File: config.mk
export PLATFORM = sky130hd
export DESIGN_NAME = sha256_stream_hasher_unit
export DESIGN_NICKNAME = d
export VERILOG_FILES = /design/src/rtl/sha256_pkg.sv /design/src/rtl/sha256_sched.sv /design/src/rtl/sha256_round.sv /design/src/rtl/sha256_stream_hasher_unit.sv
export SDC_FILE = /design/constraint.sdc
export NUM_CORES = 2
export LEC_CHECK = 0
export BUFFER_PORTS_ARGS = -buffer_cell sky130_fd_sc_hd__buf_4
export CORE_UTILIZATION = 30
export CTS_BUF_LIST = sky130_fd_sc_hd__clkbuf_4
export DETAILED_ROUTE_END_ITERATION = 8
export GPL_ROUTABILITY_DRIVEN = 1
export PLACE_DENSITY = 0.52
export SYNTH_ARGS = -nofsm -noshare
export SYNTH_HDL_FRONTEND = slang
export SYNTH_SLANG_ARGS = --single-unit
File: constraint.sdc
create_clock -name clk -period 11.2 [get_ports clk]
set_input_delay 1.68 -clock clk [delete_from_list [all_inputs] [get_ports clk]]
set_output_delay 1.68 -clock clk [all_outputs]
set_load 0.005 [all_outputs]
File: src/rtl/sha256_pkg.sv
// ----------------------------------------------------------------------------
// SHA-256 package
// Constants, round functions and the control bundle shared by the hasher.
// ----------------------------------------------------------------------------
package sha256_pkg;

    localparam int unsigned HashWords  = 8;
    localparam int unsigned SchedWords = 16;
    localparam int unsigned Rounds     = 64;

    localparam logic [7:0] PAD_MARK = 8'h80;

    localparam logic [31:0] INIT_HASH [HashWords] = '{
        32'h6a09e667, 32'hbb67ae85, 32'h3c6ef372, 32'ha54ff53a,
        32'h510e527f, 32'h9b05688c, 32'h1f83d9ab, 32'h5be0cd19
    };

    localparam logic [31:0] ROUND_K [Rounds] = '{
        32'h428a2f98, 32'h71374491, 32'hb5c0fbcf, 32'he9b5dba5,
        32'h3956c25b, 32'h59f111f1, 32'h923f82a4, 32'hab1c5ed5,
        32'hd807aa98, 32'h12835b01, 32'h243185be, 32'h550c7dc3,
        32'h72be5d74, 32'h80deb1fe, 32'h9bdc06a7, 32'hc19bf174,
        32'he49b69c1, 32'hefbe4786, 32'h0fc19dc6, 32'h240ca1cc,
        32'h2de92c6f, 32'h4a7484aa, 32'h5cb0a9dc, 32'h76f988da,
        32'h983e5152, 32'ha831c66d, 32'hb00327c8, 32'hbf597fc7,
        32'hc6e00bf3, 32'hd5a79147, 32'h06ca6351, 32'h14292967,
        32'h27b70a85, 32'h2e1b2138, 32'h4d2c6dfc, 32'h53380d13,
        32'h650a7354, 32'h766a0abb, 32'h81c2c92e, 32'h92722c85,
        32'ha2bfe8a1, 32'ha81a664b, 32'hc24b8b70, 32'hc76c51a3,
        32'hd192e819, 32'hd6990624, 32'hf40e3585, 32'h106aa070,
        32'h19a4c116, 32'h1e376c08, 32'h2748774c, 32'h34b0bcb5,
        32'h391c0cb3, 32'h4ed8aa4a, 32'h5b9cca4f, 32'h682e6ff3,
        32'h748f82ee, 32'h78a5636f, 32'h84c87814, 32'h8cc70208,
        32'h90befffa, 32'ha4506ceb, 32'hbef9a3f7, 32'hc67178f2
    };

    // Control bundle from the sequencer to the schedule and round units.
    typedef struct packed {
        logic       pack_en;
        logic       round_en;
        logic       hash_add;
        logic       hash_init;
        logic [5:0] round_idx;
    } ctrl_t;

    function automatic logic [31:0] rotr(input logic [31:0] x, input int unsigned n);
        return (x >> n) | (x << (32 - n));
    endfunction

    function automatic logic [31:0] big_sigma0(input logic [31:0] x);
        return rotr(x, 2) ^ rotr(x, 13) ^ rotr(x, 22);
    endfunction

    function automatic logic [31:0] big_sigma1(input logic [31:0] x);
        return rotr(x, 6) ^ rotr(x, 11) ^ rotr(x, 25);
    endfunction

    function automatic logic [31:0] small_sigma0(input logic [31:0] x);
        return rotr(x, 7) ^ rotr(x, 18) ^ (x >> 3);
    endfunction

    function automatic logic [31:0] small_sigma1(input logic [31:0] x);
        return rotr(x, 17) ^ rotr(x, 19) ^ (x >> 10);
    endfunction

endpackage

File: src/rtl/sha256_sched.sv
// ----------------------------------------------------------------------------
// SHA-256 message schedule
// Packs bytes big-endian into sixteen words and expands them during rounds.
// ----------------------------------------------------------------------------
module sha256_sched (
    input  logic                clk,
    input  sha256_pkg::ctrl_t   ctrl,
    input  logic [7:0]          pack_byte,
    input  logic [5:0]          pack_pos,
    output logic [31:0]         sched_word
);
    import sha256_pkg::*;

    logic [31:0] w_reg [SchedWords];
    logic [31:0] acc_reg;
    logic [31:0] acc_next;
    logic [31:0] expand_word;

    // A byte at the first position of a word starts that word from zero.
    always_comb
    begin
        acc_next = ((pack_pos[1:0] == 2'd0) ? 32'h0 : acc_reg)
                 | ({24'h0, pack_byte} << {~pack_pos[1:0], 3'b000});
    end

    // The window holds W[j] .. W[j+15]; this forms W[j+16].
    assign expand_word = small_sigma1(w_reg[14]) + w_reg[9]
                       + small_sigma0(w_reg[1]) + w_reg[0];

    always_ff @(posedge clk)
    begin
        if (ctrl.pack_en)
        begin
            acc_reg                <= acc_next;
            w_reg[pack_pos[5:2]]   <= acc_next;
        end
        else if (ctrl.round_en)
        begin
            for (int i = 0; i < SchedWords - 1; i++)
            begin
                w_reg[i] <= w_reg[i + 1];
            end
            w_reg[SchedWords - 1] <= expand_word;
        end
    end

    assign sched_word = w_reg[0];

endmodule

File: src/rtl/sha256_round.sv
// ----------------------------------------------------------------------------
// SHA-256 round unit
// Working variables, hash words and the one-round-per-cycle compression step.
// ----------------------------------------------------------------------------
module sha256_round (
    input  logic                clk,
    input  logic                rst_n,
    input  sha256_pkg::ctrl_t   ctrl,
    input  logic [31:0]         sched_word,
    input  logic [2:0]          read_idx,
    output logic [31:0]         hash_word
);
    import sha256_pkg::*;

    logic [31:0] work_reg [HashWords];
    logic [31:0] hash_reg [HashWords];
    logic [31:0] sum_word [HashWords];
    logic [31:0] ch;
    logic [31:0] maj;
    logic [31:0] t1;
    logic [31:0] t2;

    always_comb
    begin
        ch  = (work_reg[4] & work_reg[5]) ^ (~work_reg[4] & work_reg[6]);
        maj = (work_reg[0] & work_reg[1]) ^ (work_reg[0] & work_reg[2])
            ^ (work_reg[1] & work_reg[2]);
        t1  = work_reg[7] + big_sigma1(work_reg[4]) + ch
            + ROUND_K[ctrl.round_idx] + sched_word;
        t2  = big_sigma0(work_reg[0]) + maj;
        for (int i = 0; i < HashWords; i++)
        begin
            sum_word[i] = hash_reg[i] + work_reg[i];
        end
    end

    // The working words always leave a block equal to the new hash words,
    // so the next block starts without a separate load cycle.
    always_ff @(posedge clk or negedge rst_n)
    begin
        if (!rst_n)
        begin
            for (int i = 0; i < HashWords; i++)
            begin
                hash_reg[i] <= INIT_HASH[i];
                work_reg[i] <= INIT_HASH[i];
            end
        end
        else
        begin
            priority if (ctrl.hash_init)
            begin
                for (int i = 0; i < HashWords; i++)
                begin
                    hash_reg[i] <= INIT_HASH[i];
                    work_reg[i] <= INIT_HASH[i];
                end
            end
            else if (ctrl.hash_add)
            begin
                for (int i = 0; i < HashWords; i++)
                begin
                    hash_reg[i] <= sum_word[i];
                    work_reg[i] <= sum_word[i];
                end
            end
            else if (ctrl.round_en)
            begin
                work_reg[7] <= work_reg[6];
                work_reg[6] <= work_reg[5];
                work_reg[5] <= work_reg[4];
                work_reg[4] <= work_reg[3] + t1;
                work_reg[3] <= work_reg[2];
                work_reg[2] <= work_reg[1];
                work_reg[1] <= work_reg[0];
                work_reg[0] <= t1 + t2;
            end
        end
    end

    assign hash_word = hash_reg[read_idx];

endmodule

File: src/rtl/sha256_stream_hasher_unit.sv
// ----------------------------------------------------------------------------
// SHA-256 stream hasher: one byte per item, eight digest words per message.
// A byte item that completes a 64-byte block starts its compression: 64 rounds, then 1 add.
// End of message: padding is packed byte by byte, one or two compressions follow, then 8 words.
// A byte that completes a block holds off new items until the single shared round unit is done.
// Asynchronous active-low reset loads the initial hash and clears the byte count.
// ----------------------------------------------------------------------------
module sha256_stream_hasher_unit (
    input  logic        clk,
    input  logic        rst_n,
    input  logic        in_valid,
    output logic        in_ready,
    input  logic [7:0]  data_byte,
    input  logic        has_byte,
    input  logic        last_byte,
    output logic        out_valid,
    input  logic        out_ready,
    output logic [31:0] digest_word,
    output logic [2:0]  word_index,
    output logic        last_word
);
    import sha256_pkg::*;

    // Sequencer states. The block takes a new item only in the idle state.
    // Padding runs byte by byte through the same packing path as message
    // bytes, so the schedule unit needs no separate padding logic.
    typedef enum logic [6:0] {
        ST_IDLE     = 7'b0000001,
        ST_COMP     = 7'b0000010,
        ST_ADD      = 7'b0000100,
        ST_PAD_ONE  = 7'b0001000,
        ST_PAD_ZERO = 7'b0010000,
        ST_PAD_LEN  = 7'b0100000,
        ST_OUT      = 7'b1000000
    } state_t;

    localparam logic [5:0] BLOCK_END = 6'd63;   // last byte position of a block
    localparam logic [5:0] LEN_PREV  = 6'd55;   // position just before the length field
    localparam logic [2:0] LAST_IDX  = 3'd7;

    state_t       state_reg;
    state_t       state_next;
    state_t       ret_reg;
    state_t       ret_next;
    logic [5:0]   pos_reg;
    logic [5:0]   pos_next;
    logic [60:0]  count_reg;
    logic [60:0]  count_next;
    logic [5:0]   round_reg;
    logic [5:0]   round_next;
    logic [2:0]   idx_reg;
    logic [2:0]   idx_next;
    logic         out_valid_reg;
    logic [31:0]  digest_reg;
    logic [2:0]   index_reg;
    logic         last_reg;
    logic         out_load;

    ctrl_t        ctrl;
    logic [7:0]   pack_byte;
    logic [31:0]  sched_word;
    logic [31:0]  hash_word;
    logic [63:0]  len_bits;
    logic [7:0]   len_byte;

    // The length field is the message byte count times eight, sent most
    // significant byte first in positions 56 to 63 of the final block.
    assign len_bits = {count_reg, 3'b000};
    assign len_byte = 8'(len_bits >> {~pos_reg[2:0], 3'b000});

    always_comb
    begin
        state_next     = state_reg;
        ret_next       = ret_reg;
        pos_next       = pos_reg;
        count_next     = count_reg;
        round_next     = round_reg;
        idx_next       = idx_reg;
        out_load       = 1'b0;
        pack_byte      = data_byte;
        ctrl           = '0;
        ctrl.round_idx = round_reg;

        unique case (state_reg)
            ST_IDLE:
            begin
                // A byte in the same item as the end mark is taken first.
                if (in_valid)
                begin
                    if (has_byte)
                    begin
                        ctrl.pack_en = 1'b1;
                        pos_next     = pos_reg + 6'd1;
                        count_next   = count_reg + 61'd1;
                        if (pos_reg == BLOCK_END)
                        begin
                            state_next = ST_COMP;
                            if (last_byte)
                            begin
                                ret_next = ST_PAD_ONE;
                            end
                            else
                            begin
                                ret_next = ST_IDLE;
                            end
                        end
                        else if (last_byte)
                        begin
                            state_next = ST_PAD_ONE;
                        end
                    end
                    else if (last_byte)
                    begin
                        state_next = ST_PAD_ONE;
                    end
                end
            end
            ST_PAD_ONE, ST_PAD_ZERO:
            begin
                // The marker byte carries the single 1 bit; zeros follow until
                // the length field. A full block on the way is compressed first.
                ctrl.pack_en = 1'b1;
                pack_byte    = (state_reg == ST_PAD_ONE) ? PAD_MARK : 8'h00;
                pos_next     = pos_reg + 6'd1;
                if (pos_reg == BLOCK_END)
                begin
                    state_next = ST_COMP;
                    ret_next   = ST_PAD_ZERO;
                end
                else if (pos_reg == LEN_PREV)
                begin
                    state_next = ST_PAD_LEN;
                end
                else
                begin
                    state_next = ST_PAD_ZERO;
                end
            end
            ST_PAD_LEN:
            begin
                ctrl.pack_en = 1'b1;
                pack_byte    = len_byte;
                pos_next     = pos_reg + 6'd1;
                if (pos_reg == BLOCK_END)
                begin
                    state_next = ST_COMP;
                    ret_next   = ST_OUT;
                end
            end
            ST_COMP:
            begin
                // One round per cycle through the shared round unit.
                ctrl.round_en = 1'b1;
                round_next    = round_reg + 6'd1;
                if (round_reg == BLOCK_END)
                begin
                    state_next = ST_ADD;
                end
            end
            ST_ADD:
            begin
                ctrl.hash_add = 1'b1;
                state_next    = ret_reg;
            end
            ST_OUT:
            begin
                // Words leave through the output register; once the last one
                // is loaded the hash and count return to their reset values.
                if (!out_valid_reg || out_ready)
                begin
                    out_load = 1'b1;
                    idx_next = idx_reg + 3'd1;
                    if (idx_reg == LAST_IDX)
                    begin
                        ctrl.hash_init = 1'b1;
                        count_next     = '0;
                        state_next     = ST_IDLE;
                    end
                end
            end
            default:
            begin
                state_next = ST_IDLE;
            end
        endcase
    end

    always_ff @(posedge clk or negedge rst_n)
    begin
        if (!rst_n)
        begin
            state_reg     <= ST_IDLE;
            ret_reg       <= ST_IDLE;
            pos_reg       <= '0;
            count_reg     <= '0;
            round_reg     <= '0;
            idx_reg       <= '0;
            out_valid_reg <= 1'b0;
        end
        else
        begin
            state_reg <= state_next;
            ret_reg   <= ret_next;
            pos_reg   <= pos_next;
            count_reg <= count_next;
            round_reg <= round_next;
            idx_reg   <= idx_next;
            if (out_load)
            begin
                out_valid_reg <= 1'b1;
            end
            else if (out_ready)
            begin
                out_valid_reg <= 1'b0;
            end
        end
    end

    always_ff @(posedge clk)
    begin
        if (out_load)
        begin
            digest_reg <= hash_word;
            index_reg  <= idx_reg;
            last_reg   <= (idx_reg == LAST_IDX);
        end
    end

    sha256_sched u_sched (
        .clk        (clk),
        .ctrl       (ctrl),
        .pack_byte  (pack_byte),
        .pack_pos   (pos_reg),
        .sched_word (sched_word)
    );

    sha256_round u_round (
        .clk        (clk),
        .rst_n      (rst_n),
        .ctrl       (ctrl),
        .sched_word (sched_word),
        .read_idx   (idx_reg),
        .hash_word  (hash_word)
    );

    // The output register decouples the sink: a new message may start
    // while the final digest word still waits to be taken.
    assign in_ready    = (state_reg == ST_IDLE);
    assign out_valid   = out_valid_reg;
    assign digest_word = digest_reg;
    assign word_index  = index_reg;
    assign last_word   = last_reg;

endmodule

==> flow_summary.toml <==
[logic_synthesis]
ys_seq_area_share_pct = 41.92
syn_area_per_cell_sq_um = 10.03
synth_flop_cell = "edfxtp_1"
yosys_warnings = 0
syn-instance-count = 7793
yosysUniqueCellTypes = 103
synth_edf_count = 580
syn-num-nets = 8397
async_flop_share_pct = 50.85
ys_ff_latch = 1180
synth.cell_area_sq_um = 78190

[cts]
post_cts_resize_count = 0
cts_sinks = 1180
h-tree-depth = 5
clock_latency_ns = 1.38
clock_path_buffers = 4
cts_tree = "done"
cts_hold_buf = 0
path_clk_slew_ns = 0.07
cts_root_buf = "clkbuf_4"
post_cts_buffers = 0
cts_made_buffers = 350

[sta]
setup_violations = 0
clock_skew_ns = 0.2153
rsz0062_at_grt = "no"
setup_ws_ns = 1.444
slew_violations = 0
relSlewSlack_pct = 18.28
period_needed_ns = 9.756
hold_viol_final = 0
setup_tns_ns = 0
max_freq_mhz = 102.5
finalCritPeriodShare_pct = 87.10
max_slew.worst_pin.slew_ns = 1.195

[drt]
drc_errors = 0
viasPerCell = 5.434
dr.pass1.iters = 6
wl_per_cell_um = 24.42
num_vias = 62460
wl_mm = 280.7
initialDrtViolationCount = 5095
ant_nets = 0

[placed_design]
placed_cells = 10880
post-place-ws_ns = 1.609
io_buffers = 51
place_congestion = 0.9633
dp_hpwl_mm = 200.4

[global_routing]
antenna_found_initial = 13
grt_max_degree = 160
grt_pass1_wl_mm = 416.6
grt-ovfl-total = 0
grt_pass1_vias = 62790
grt_usage_pct = 21.01

[status]
run_status = "finished, final reports clean"

[setup_path]
slowest_delay_ns = 0.59
start_kind = "flip-flop"
crit_path_end_kind = "flip-flop"
path_class = "flip-flop to flip-flop"
r2r_slack_ns = 1.44
critical_path_buf_inv_count = 6
crit_slowest_cell = "dfrtp_1"
worstPathMaxFanout = 11
critical_path_arrival_ns = 10.95
path_delay_family = "compound AO/OA/AOI/OAI gates"
cp.required_ns = 12.40

[power]
peakVddDrop_uv = 227.2
power_density_nw_per_um2 = 214.6
power_leakage_nw = 33.21

[cells_and_area]
area_growth_syn_to_layout_pct = 10.80
drive_gt1_share_pct = 15.54
fin_cells = 11500
largest_register_ffs = 512
fin_nets = 8432

[run]
maxCapViolCount = 0

[die]
die_h_um = 512.5
num_rows = 187
start_util_pct = 30.16
num_io_pins = 52
dieWidth_um = 512.5
core_area_sq_um = 259200
design.die.area_sq_um = 262700

[hold_path]
hp-class = "flip-flop to flip-flop"
## path summary, 6_finish.rpt
| kind | startpoint | to | depth (start not counted) |
|---|---|---|---|
| max in group asynchronous | rst_n | pos_reg[1]$_DFFE_PN0P_ | 3 |
| hold reg to reg | u_sched.w_reg[11][0]$_DFFE_PP_ | u_sched.w_reg[10][0]$_DFFE_PP_ | 1 |
| setup / recovery | round_reg[1]$_DFFE_PN0P_ | u_round.work_reg[254]$_DFFE_PN1P_ | 38 |
| min in group asynchronous | rst_n | u_round.hash_reg[162]$_DFFE_PN0P_ | 1 |
| setup reg to reg | round_reg[1]$_DFFE_PN0P_ | u_round.work_reg[254]$_DFFE_PN1P_ | 38 |
| hold / removal | u_sched.w_reg[11][0]$_DFFE_PP_ | u_sched.w_reg[10][0]$_DFFE_PP_ | 1 |
## cells by family (layout without fill, tap and decap cells)
family	count (synthesis)	after routing	synth area share, %
fa+ha+maj	591	591	11.33
xor+xnor	620	620	6.945
mux	175	175	3.663
flops	1180	1180	41.92
compound gates	2508	2508	21.09
simple gates	1867	1867	10.87
other cells	0	9	0
buf+inv	852	1143	4.186
## synthesized netlist by cell type (57+ instances only)
library cell / number / area share [%]
nand3_1: 130 / 0.83
nor3_1: 85 / 0.54
a21o_1: 196 / 1.9
and3_1: 80 / 0.64
o22ai_1: 58 / 0.46
mux4_2: 83 / 2.4
xor2_1: 212 / 2.4
a31oi_1: 57 / 0.46
clkbuf_1: 360 / 1.7
nand2b_1: 90 / 0.72
a211oi_1: 70 / 0.67
mux2_2: 59 / 0.85
a21oi_1: 591 / 3.8
buf_1: 69 / 0.33
ha_1: 395 / 6.3
xnor2_1: 408 / 4.6
nand2_1: 718 / 3.4
nor2_1: 512 / 2.5
fa_1: 195 / 5.0
dfrtp_1: 326 / 10
o21a_1: 556 / 5.3
edfxtp_1: 580 / 22
dfstp_2: 274 / 9.2
o211ai_1: 63 / 0.60
inv_1: 361 / 1.7
o21ai_0: 471 / 3.0
## metrics by stage
stage          cell area, sq um  utilization, %  hold WS, ns  total power, mW
2_1_floorplan             78190               -       0.4403            12.00
3_3_place_gp              82190           31.70       0.4503            14.21
3_5_place_dp              82190           31.70       0.4573            14.28
4_1_cts                   86600           33.41       0.3071            18.70
5_1_grt                   86620           33.41       0.3292            19.91
6_report                  86630           33.42       0.3589            18.59
## layout by cell type (no fill, tap or decap), types with 27 or more instances in the layout
cell type  Yosys  final
a211oi_1      70     70
a21boi_0      41     41
a21o_1       196    196
a21oi_1      591    591
a221oi_1      27     27
a22oi_1       49     49
a31oi_1       57     57
and3_1        80     80
buf_4          1    161
clkbuf_4       0    530
clkinv_1       3     49
dfrtp_1      326    319
dfstp_2      274    274
edfxtp_1     580    580
fa_1         195    195
ha_1         395    395
inv_1        361    360
mux2_2        59     59
mux2i_1       33     33
mux4_2        83     83
nand2_1      718    716
nand2b_1      90     90
nand3_1      130    129
nand4_1       36     36
nor2_1       512    510
nor2b_1       52     52
nor3_1        85     85
o211ai_1      63     63
o21a_1       556    556
o21ai_0      471    454
o21bai_1      45     45
o221ai_1      41     41
o22ai_1       58     58
o31ai_1       28     28
or3_1         36     36
xnor2_1      408    408
xor2_1       212    212
## routing by layer
layer | global-route usage (%) | up-vias | part of all wire [%]
li1 | - | 28460 | -
met1 | 28.27 | 31380 | 45
met2 | 33.52 | 2091 | 46
met3 | 3.235 | 525 | 5.6
met4 | 8.666 | 4 | 4.0
met5 | 0 | - | 0.0093
## power by group
part	total [mW]	internal, mW	switching, mW
Clock	4.28	2.24	2.04
Sequential	5.43	5.21	0.228
Combinational	8.88	3.70	5.18
Total	18.6	11.1	7.44
## worst reg2reg max path, delay by kind of cell (launching register included)
kind	cells	cell delay (ns)
AOI/OAI and AO/OA	16	3.79
adders and majority gates	8	3.19
and+or+nand+nor	6	1.12
buffers and inverters	6	0.61
DFF	1	0.59
xor gates and xnor gates	2	0.35
## cell type report
class,instances,area [sq um]
Antenna cell,9,22.52
Clock buffer,530,3979
Clock inverter,78,440.4
Fill cell,26470,172600
Inverter,365,1370
Multi-Input combinational cell,5761,42380
Sequential cell,1180,32790
Tap cell,3402,4257
Timing Repair Buffer,170,1384
Note: power is estimated with default switching activity, not from simulation.
